$ cat config.mk
export PLATFORM = sky130hd
export DESIGN_NAME = base64_stream_encoder_top
export DESIGN_NICKNAME = d
export VERILOG_FILES = /design/src/b64enc_pkg.sv /design/src/base64_stream_encoder_top.sv /design/src/b64enc_front.sv /design/src/b64enc_queue.sv /design/src/b64enc_back.sv
export SDC_FILE = /design/constraint.sdc
export NUM_CORES = 1
export LEC_CHECK = 0
export BUFFER_PORTS_ARGS = -buffer_cell sky130_fd_sc_hd__clkbuf_2
export CELL_PAD_IN_SITES_DETAIL_PLACEMENT = 0
export CELL_PAD_IN_SITES_GLOBAL_PLACEMENT = 1
export CORE_ASPECT_RATIO = 1.1
export CORE_MARGIN = 3
export CORE_UTILIZATION = 25
export DETAILED_ROUTE_END_ITERATION = 10
export PLACE_DENSITY = 0.5
export REMOVE_ABC_BUFFERS = 1
export SLEW_MARGIN = 20
export SYNTH_ARGS = -nofsm -noshare
export SYNTH_HDL_FRONTEND = slang
export SYNTH_SLANG_ARGS = --single-unit
$ cat constraint.sdc
create_clock -name i_clk -period 3.2 [get_ports i_clk]
set_clock_uncertainty 0.05 [all_clocks]
set_input_delay 0.32 -clock i_clk [delete_from_list [all_inputs] [get_ports i_clk]]
set_output_delay 0.32 -clock i_clk [all_outputs]
set_load 0.02 [all_outputs]
$ cat src/b64enc_pkg.sv
// Shared types, constants and the character lookup of the base64 stream encoder.
package b64enc_pkg;

    // Position of the next byte inside its three-byte group
    typedef enum logic [1:0] {
        PH_0 = 2'd0,
        PH_1 = 2'd1,
        PH_2 = 2'd2
    } t_phase;

    // Number of characters a job can carry
    localparam int JOB_CHARS = 4;

    // ASCII '=' used as group padding
    localparam logic [6:0] CHAR_PAD = 7'd61;

    // One classified byte: up to four characters, count minus one, last flag
    typedef struct packed {
        logic [JOB_CHARS-1:0][6:0] chars;
        logic [1:0]                cnt_m1;
        logic                      last;
    } t_job;

    // Queue status seen by the front and the back
    typedef struct packed {
        logic full;
        logic valid;
    } t_q_stat;

    // Map a 6-bit code to its character of the standard alphabet
    function automatic logic [6:0] b64_char(input logic [5:0] code);
        logic [6:0] wide;
        wide = {1'b0, code};
        if (code < 6'd26) begin
            b64_char = wide + 7'd65;          // 'A'..'Z'
        end else if (code < 6'd52) begin
            b64_char = wide + 7'd71;          // 'a'..'z'
        end else if (code < 6'd62) begin
            b64_char = wide - 7'd4;           // '0'..'9'
        end else if (code == 6'd62) begin
            b64_char = 7'd43;                 // '+'
        end else begin
            b64_char = 7'd47;                 // '/'
        end
    endfunction

endpackage

$ cat src/base64_stream_encoder_top.sv
// Top level of the streaming base64 encoder (standard alphabet, '=' padding).
//
//  Channel  Dir  Handshake            Payload
//  s        in   i_s_tvalid/o_s_tready i_s_tdata = in_byte[7:0], i_s_tlast = last_byte
//  m        out  o_m_tvalid/i_m_tready o_m_tdata = out_char[6:0], pad bit 7; o_m_tlast = last_char
//
// A byte is taken in the cycle it arrives whenever the job queue has room,
// so bytes may come back to back; each byte yields one to four characters.
// The output register sends one character per cycle while the receiver is ready,
// which sets the rate: on average four characters per three bytes; a byte's
// characters pass through the job queue and then the output register.
// Reset (synchronous, active low) empties the queue and restarts at a group
// boundary. A stall on the output fills the queue, and only then drops
// o_s_tready; a stalled character holds in the output register.
module base64_stream_encoder_top #(
    parameter int FIFO_DEPTH = 4
) (
    input  logic       i_clk,
    input  logic       i_rst_n,
    input  logic       i_s_tvalid,
    output logic       o_s_tready,
    input  logic [7:0] i_s_tdata,    // [7:0] in_byte
    input  logic       i_s_tlast,    // last_byte
    output logic       o_m_tvalid,
    input  logic       i_m_tready,
    output logic [7:0] o_m_tdata,    // [6:0] out_char, [7] zero
    output logic       o_m_tlast     // last_char
);
    import b64enc_pkg::*;

    t_job    w_front_job;
    t_job    w_head_job;
    t_q_stat w_q_stat;
    t_phase  w_phase;
    logic    w_s_accept;
    logic    w_pop;
    logic [6:0] w_char;

    // Accept a request whenever the queue has a free slot
    assign o_s_tready = !w_q_stat.full;
    assign w_s_accept = i_s_tvalid && o_s_tready;

    b64enc_front u_front (
        .i_clk    (i_clk),
        .i_rst_n  (i_rst_n),
        .i_accept (w_s_accept),
        .i_byte   (i_s_tdata),
        .i_last   (i_s_tlast),
        .o_job    (w_front_job),
        .o_phase  (w_phase)
    );

    b64enc_queue #(
        .DEPTH (FIFO_DEPTH)
    ) u_queue (
        .i_clk   (i_clk),
        .i_rst_n (i_rst_n),
        .i_push  (w_s_accept),
        .i_job   (w_front_job),
        .i_pop   (w_pop),
        .o_job   (w_head_job),
        .o_stat  (w_q_stat)
    );

    b64enc_back u_back (
        .i_clk       (i_clk),
        .i_rst_n     (i_rst_n),
        .i_job       (w_head_job),
        .i_job_valid (w_q_stat.valid),
        .o_pop       (w_pop),
        .i_ready     (i_m_tready),
        .o_valid     (o_m_tvalid),
        .o_char      (w_char),
        .o_last      (o_m_tlast)
    );

    assign o_m_tdata = {1'b0, w_char};

`ifndef ASSERT_OFF
    // The final byte of a message always leaves the front at a group start
    a_last_restarts_group: assert property (@(posedge i_clk) disable iff (!i_rst_n)
        (w_s_accept && i_s_tlast) |=> (w_phase == PH_0))
        else $error("group phase not restarted after last byte");

    // A new character only appears when the queue held a job
    a_out_from_queue: assert property (@(posedge i_clk) disable iff (!i_rst_n)
        $rose(o_m_tvalid) |-> $past(w_q_stat.valid))
        else $error("output valid without a queued job");

    // The queue only becomes full through a push
    a_full_on_push: assert property (@(posedge i_clk) disable iff (!i_rst_n)
        $rose(w_q_stat.full) |-> $past(w_s_accept))
        else $error("queue became full without a push");
`endif

endmodule

$ cat src/b64enc_front.sv
// Front end: track the group phase and turn each byte into a character job.
module b64enc_front (
    input  logic              i_clk,
    input  logic              i_rst_n,
    input  logic              i_accept,
    input  logic [7:0]        i_byte,
    input  logic              i_last,
    output b64enc_pkg::t_job  o_job,
    output b64enc_pkg::t_phase o_phase
);
    import b64enc_pkg::*;

    t_phase     r_phase, n_phase;
    logic [3:0] r_left,  n_left;

    // Next phase and leftover bits
    always_comb begin
        n_phase = r_phase;
        n_left  = r_left;
        if (i_accept) begin
            case (r_phase)
                PH_1: begin
                    n_phase = PH_2;
                    n_left  = i_byte[3:0];
                end
                PH_2: begin
                    n_phase = PH_0;
                    n_left  = 4'd0;
                end
                default: begin
                    n_phase = PH_1;
                    n_left  = {2'b00, i_byte[1:0]};
                end
            endcase
            // end of message: restart at group start
            if (i_last) begin
                n_phase = PH_0;
                n_left  = 4'd0;
            end
        end
    end

    // Job contents for the current byte
    always_comb begin
        o_job.chars  = {JOB_CHARS{CHAR_PAD}};
        o_job.cnt_m1 = 2'd0;
        o_job.last   = i_last;
        case (r_phase)
            PH_1: begin
                o_job.chars[0] = b64_char({r_left[1:0], i_byte[7:4]});
                o_job.chars[1] = b64_char({i_byte[3:0], 2'b00});
                o_job.cnt_m1   = i_last ? 2'd2 : 2'd0;
            end
            PH_2: begin
                o_job.chars[0] = b64_char({r_left, i_byte[7:6]});
                o_job.chars[1] = b64_char(i_byte[5:0]);
                o_job.cnt_m1   = 2'd1;
            end
            default: begin
                o_job.chars[0] = b64_char(i_byte[7:2]);
                o_job.chars[1] = b64_char({i_byte[1:0], 4'b0000});
                o_job.cnt_m1   = i_last ? 2'd3 : 2'd0;
            end
        endcase
    end

    always_ff @(posedge i_clk) begin
        if (!i_rst_n) begin
            r_phase <= PH_0;
            r_left  <= 4'd0;
        end else begin
            r_phase <= n_phase;
            r_left  <= n_left;
        end
    end

    assign o_phase = r_phase;

endmodule

$ cat src/b64enc_queue.sv
// Short job queue between the front and the back.
module b64enc_queue #(
    parameter int DEPTH = 4
) (
    input  logic                i_clk,
    input  logic                i_rst_n,
    input  logic                i_push,
    input  b64enc_pkg::t_job    i_job,
    input  logic                i_pop,
    output b64enc_pkg::t_job    o_job,
    output b64enc_pkg::t_q_stat o_stat
);
    import b64enc_pkg::*;

    localparam int PW = (DEPTH > 1) ? $clog2(DEPTH) : 1;
    localparam int CW = $clog2(DEPTH + 1);

    t_job          r_mem [DEPTH];
    logic [PW-1:0] r_wr, n_wr;
    logic [PW-1:0] r_rd, n_rd;
    logic [CW-1:0] r_cnt, n_cnt;

    always_comb begin
        n_wr  = r_wr;
        n_rd  = r_rd;
        n_cnt = r_cnt;
        if (i_push) begin
            n_wr = (r_wr == PW'(DEPTH - 1)) ? '0 : r_wr + 1'b1;
        end
        if (i_pop) begin
            n_rd = (r_rd == PW'(DEPTH - 1)) ? '0 : r_rd + 1'b1;
        end
        if (i_push && !i_pop) begin
            n_cnt = r_cnt + 1'b1;
        end else if (!i_push && i_pop) begin
            n_cnt = r_cnt - 1'b1;
        end
    end

    always_ff @(posedge i_clk) begin
        if (!i_rst_n) begin
            r_wr  <= '0;
            r_rd  <= '0;
            r_cnt <= '0;
        end else begin
            r_wr  <= n_wr;
            r_rd  <= n_rd;
            r_cnt <= n_cnt;
        end
    end

    always_ff @(posedge i_clk) begin
        if (i_push) begin
            r_mem[r_wr] <= i_job;
        end
    end

    assign o_job        = r_mem[r_rd];
    assign o_stat.full  = (r_cnt == CW'(DEPTH));
    assign o_stat.valid = (r_cnt != '0);

endmodule

$ cat src/b64enc_back.sv
// Back end: one character of the head job per ready cycle into output register.
module b64enc_back (
    input  logic             i_clk,
    input  logic             i_rst_n,
    input  b64enc_pkg::t_job i_job,
    input  logic             i_job_valid,
    output logic             o_pop,
    input  logic             i_ready,
    output logic             o_valid,
    output logic [6:0]       o_char,
    output logic             o_last
);
    import b64enc_pkg::*;

    logic       r_valid;
    logic [6:0] r_char;
    logic       r_last;
    logic [1:0] r_idx, n_idx;
    logic       w_load;
    logic       w_end;

    assign w_load = i_job_valid && (!r_valid || i_ready);
    assign w_end  = (r_idx == i_job.cnt_m1);
    assign o_pop  = w_load && w_end;

    always_comb begin
        n_idx = r_idx;
        if (w_load) begin
            n_idx = w_end ? 2'd0 : r_idx + 2'd1;
        end
    end

    always_ff @(posedge i_clk) begin
        if (!i_rst_n) begin
            r_valid <= 1'b0;
            r_idx   <= 2'd0;
        end else begin
            r_idx <= n_idx;
            if (w_load) begin
                r_valid <= 1'b1;
            end else if (i_ready) begin
                r_valid <= 1'b0;
            end
        end
    end

    always_ff @(posedge i_clk) begin
        if (w_load) begin
            r_char <= i_job.chars[r_idx];
            r_last <= i_job.last && w_end;
        end
    end

    assign o_valid = r_valid;
    assign o_char  = r_char;
    assign o_last  = r_last;

endmodule

==> results.sh <==
export IMPL_ctsHoldBuffers=0
export IMPL_h_tree_depth=3
export IMPL_yosysUniqueCellTypes=62
export IMPL_dpl_cell_count=833
export IMPL_synth_seq_area_share=0.462
export IMPL_clock_root_buffer="clkbuf_16"
export IMPL_antenna_found_initial=0
export IMPL_setup_viol=0
export IMPL_clk_path_buf_depth=2
export IMPL_grt_first_pass_wirelength_um=23400
export IMPL_drv_slew=0
export IMPL_drt_iter0_markers=409
export IMPL_drive_gt1_frac=0.159
export IMPL_startpoint_type="register"
export IMPL_nets=595
export IMPL_drc=0
export IMPL_diodes=0
export IMPL_yosys_warnings=0
export IMPL_dp_hpwl_um=10700
export IMPL_io_pins=24
export IMPL_vias_per_cell=4.86
export IMPL_min_period_ns=2.65
export IMPL_area_growth_pct=14.3
export IMPL_synth_edf_count=76
export IMPL_ant_nets=0
export IMPL_synth_commonest_cells="edfxtp_1, nand2_1, ha_1"
export IMPL_power_leakage_nw=2.35
export IMPL_path_class="reg2reg"
export IMPL_max_cap_violations=0
export IMPL_ys_seq_elements=94
export IMPL_numCtsBuffers=9
export IMPL_cts_tree="yes"
export IMPL_min_path_type="in2reg"
export IMPL_worst_pin_slew_ns=0.652
export IMPL_cp_required_ns=3.42
export IMPL_cts_setup_buffers=0
export IMPL_clk_pin_slew_ns=0.06
export IMPL_maxSlewHeadroom=0.565
export IMPL_fin_crit_sh=0.827
export IMPL_syn_area_per_cell_sq_um=10.9
export IMPL_fmax_ghz=0.378
export IMPL_ctsResizeCount=0
export IMPL_initial_core_util=0.256
export IMPL_die_h_um=165
export IMPL_dr_pass1_iters=5
export IMPL_port_buffers=22
export IMPL_p_per_area_nw_per_um2=616
export IMPL_status="finished clean"
export IMPL_cp_arrival_ns=2.86
export IMPL_die_area_sq_um=24700
export IMPL_synth_top_area_frac=0.399
export IMPL_fin_setup_tns_ns=0
export IMPL_grt_max_degree=19
export IMPL_layoutNonFillerInstCount=849
export IMPL_peakVddDrop_mv=0.288
export IMPL_yosys_cell_count_top_type="edfxtp_1"
export IMPL_gr_total_overflow=0
export IMPL_grtUsageTotal=0.122
export IMPL_synth_area_leader_cell="edfxtp_1"
export IMPL_end_kind="register"
export IMPL_fillers=2309
export IMPL_vias=4122
export IMPL_regArea_sq_um=2640
export IMPL_rsz0062_at_grt="no"
export IMPL_wirelength_um=14600
export IMPL_core_area_sq_um=22300
export IMPL_synth_flop_cell="edfxtp_1"
export IMPL_syn_inst=523
export IMPL_crit_fanout=7
export IMPL_place_congestion=0.844
export IMPL_multiInputGateArea_sq_um=2830
export IMPL_hold_violations=0
export IMPL_ys_async_sr_fraction=0
export IMPL_die_w_um=150
export IMPL_clkLatencyLatePin_ns=0.34
export IMPL_synthTopCellsByArea="edfxtp_1, ha_1, dfxtp_1, mux4_2, nand2_1"
export IMPL_placement_rows=57
export IMPL_wire_per_inst_um=17.2
export IMPL_cts_sinks=94
export IMPL_grt_pass1_vias=4102
export IMPL_syn_area_sq_um=5720
## power by group
group          internal [mW]  switching [mW]
combinational          0.543           0.754
clock                  0.598           0.444
sequential              1.60          0.0928
total                   2.74            1.29
## through the flow
stage | instance area (sq um) | power, mW | hold WS, ns | util | setup WS, ns
floorplan | 5560 | 2.60 | 0.369 | - | 0.501
global placement | 6250 | 3.03 | 0.416 | 0.280 | 0.442
detailed placement | 6250 | 3.04 | 0.431 | 0.280 | 0.473
CTS | 6540 | 4.09 | 0.188 | 0.293 | 0.515
global route | 6540 | 4.29 | 0.215 | 0.293 | 0.339
finish | 6540 | 4.03 | 0.202 | 0.293 | 0.554
## state kept, by name, indices dropped and copies added (netlist names), named ones only
| signal | count |
|---|---|
| u_back.o_char | 7 |
| u_back.r_idx | 2 |
| u_front.o_phase | 2 |
| u_queue.r_wr | 2 |
| u_front.r_left | 4 |
| u_back.o_valid | 1 |
| u_queue.r_mem | 68 |
| u_back.o_last | 1 |
| u_queue.r_cnt | 3 |
| u_queue.r_rd | 2 |
## critical path: stages, from the launching register on
cell	delay, ns
dfxtp_1	0.54
mux2i_1	0.27
xor2_1	0.09
nand2_1	0.12
o22ai_2	0.15
inv_1	0.09
ha_1	0.18
inv_1	0.06
fa_1	0.37
xor2_1	0.18
or3_1	0.31
a21boi_0	0.17
## routing by layer
metal  track usage  share of wire  vias up
li1              -              -     1998
met1         0.166           0.47     2005
met2         0.203           0.48      104
met3        0.0162          0.035       15
met4        0.0391          0.018        0
met5             0              0        -
## cells by family (layout without fill, tap and decap cells)
family / Yosys count / count (layout) / synth area share
compound gates: 120 / 120 / 0.145
flops: 94 / 94 / 0.462
xor+xnor: 26 / 26 / 0.0398
mux: 37 / 37 / 0.0965
other cells: 1 / 1 / 0.000656
buf+inv: 57 / 88 / 0.0431
simple gates: 155 / 155 / 0.140
fa+ha+maj: 33 / 33 / 0.0735
## path summary, 6_finish.rpt
path / from / end / slack, ns / depth (start not counted)
max reg2reg: register / u_queue.r_cnt[2] / 0.55 / 11
min reg2reg: u_back.o_valid / u_back.o_valid / 0.43 / 2
min: i_m_tready / u_back.o_valid / 0.20 / 4
max: register / u_queue.r_cnt[2] / 0.55 / 11
## layout by cell type, fill, tap and decap left out, drive strengths merged, types with 3 or more instances in the layout
cell    instances
clkinv          3
inv            23
o32ai           3
o21ai          18
o31ai           3
nand4b          3
dfxtp          18
clkbuf         34
and3            7
mux2            5
or3             7
a221oi          4
and2            4
nand2          49
nor2b          13
a21oi          28
mux2i          18
mux4           14
ha             32
a21boi         10
buf            28
nand3b          5
o31a            3
xor2            7
a211o           7
nand2b          9
xnor2          19
a21o            3
and2b           3
edfxtp         76
a211oi          5
o211ai         10
nor2           18
o311ai          4
a31oi           7
nand3          19
nor3            8
## final cells by class
cell class | instances | share of cell area
inverters | 22 | 0.0126
clock inverters | 4 | 0.00402
repair buffers | 50 | 0.0490
flip-flops and latches | 94 | 0.404
well taps | 295 | 0.0564
multi-input cells | 372 | 0.433
clock buffers | 12 | 0.0409
(Power assumes the default switching activity.)
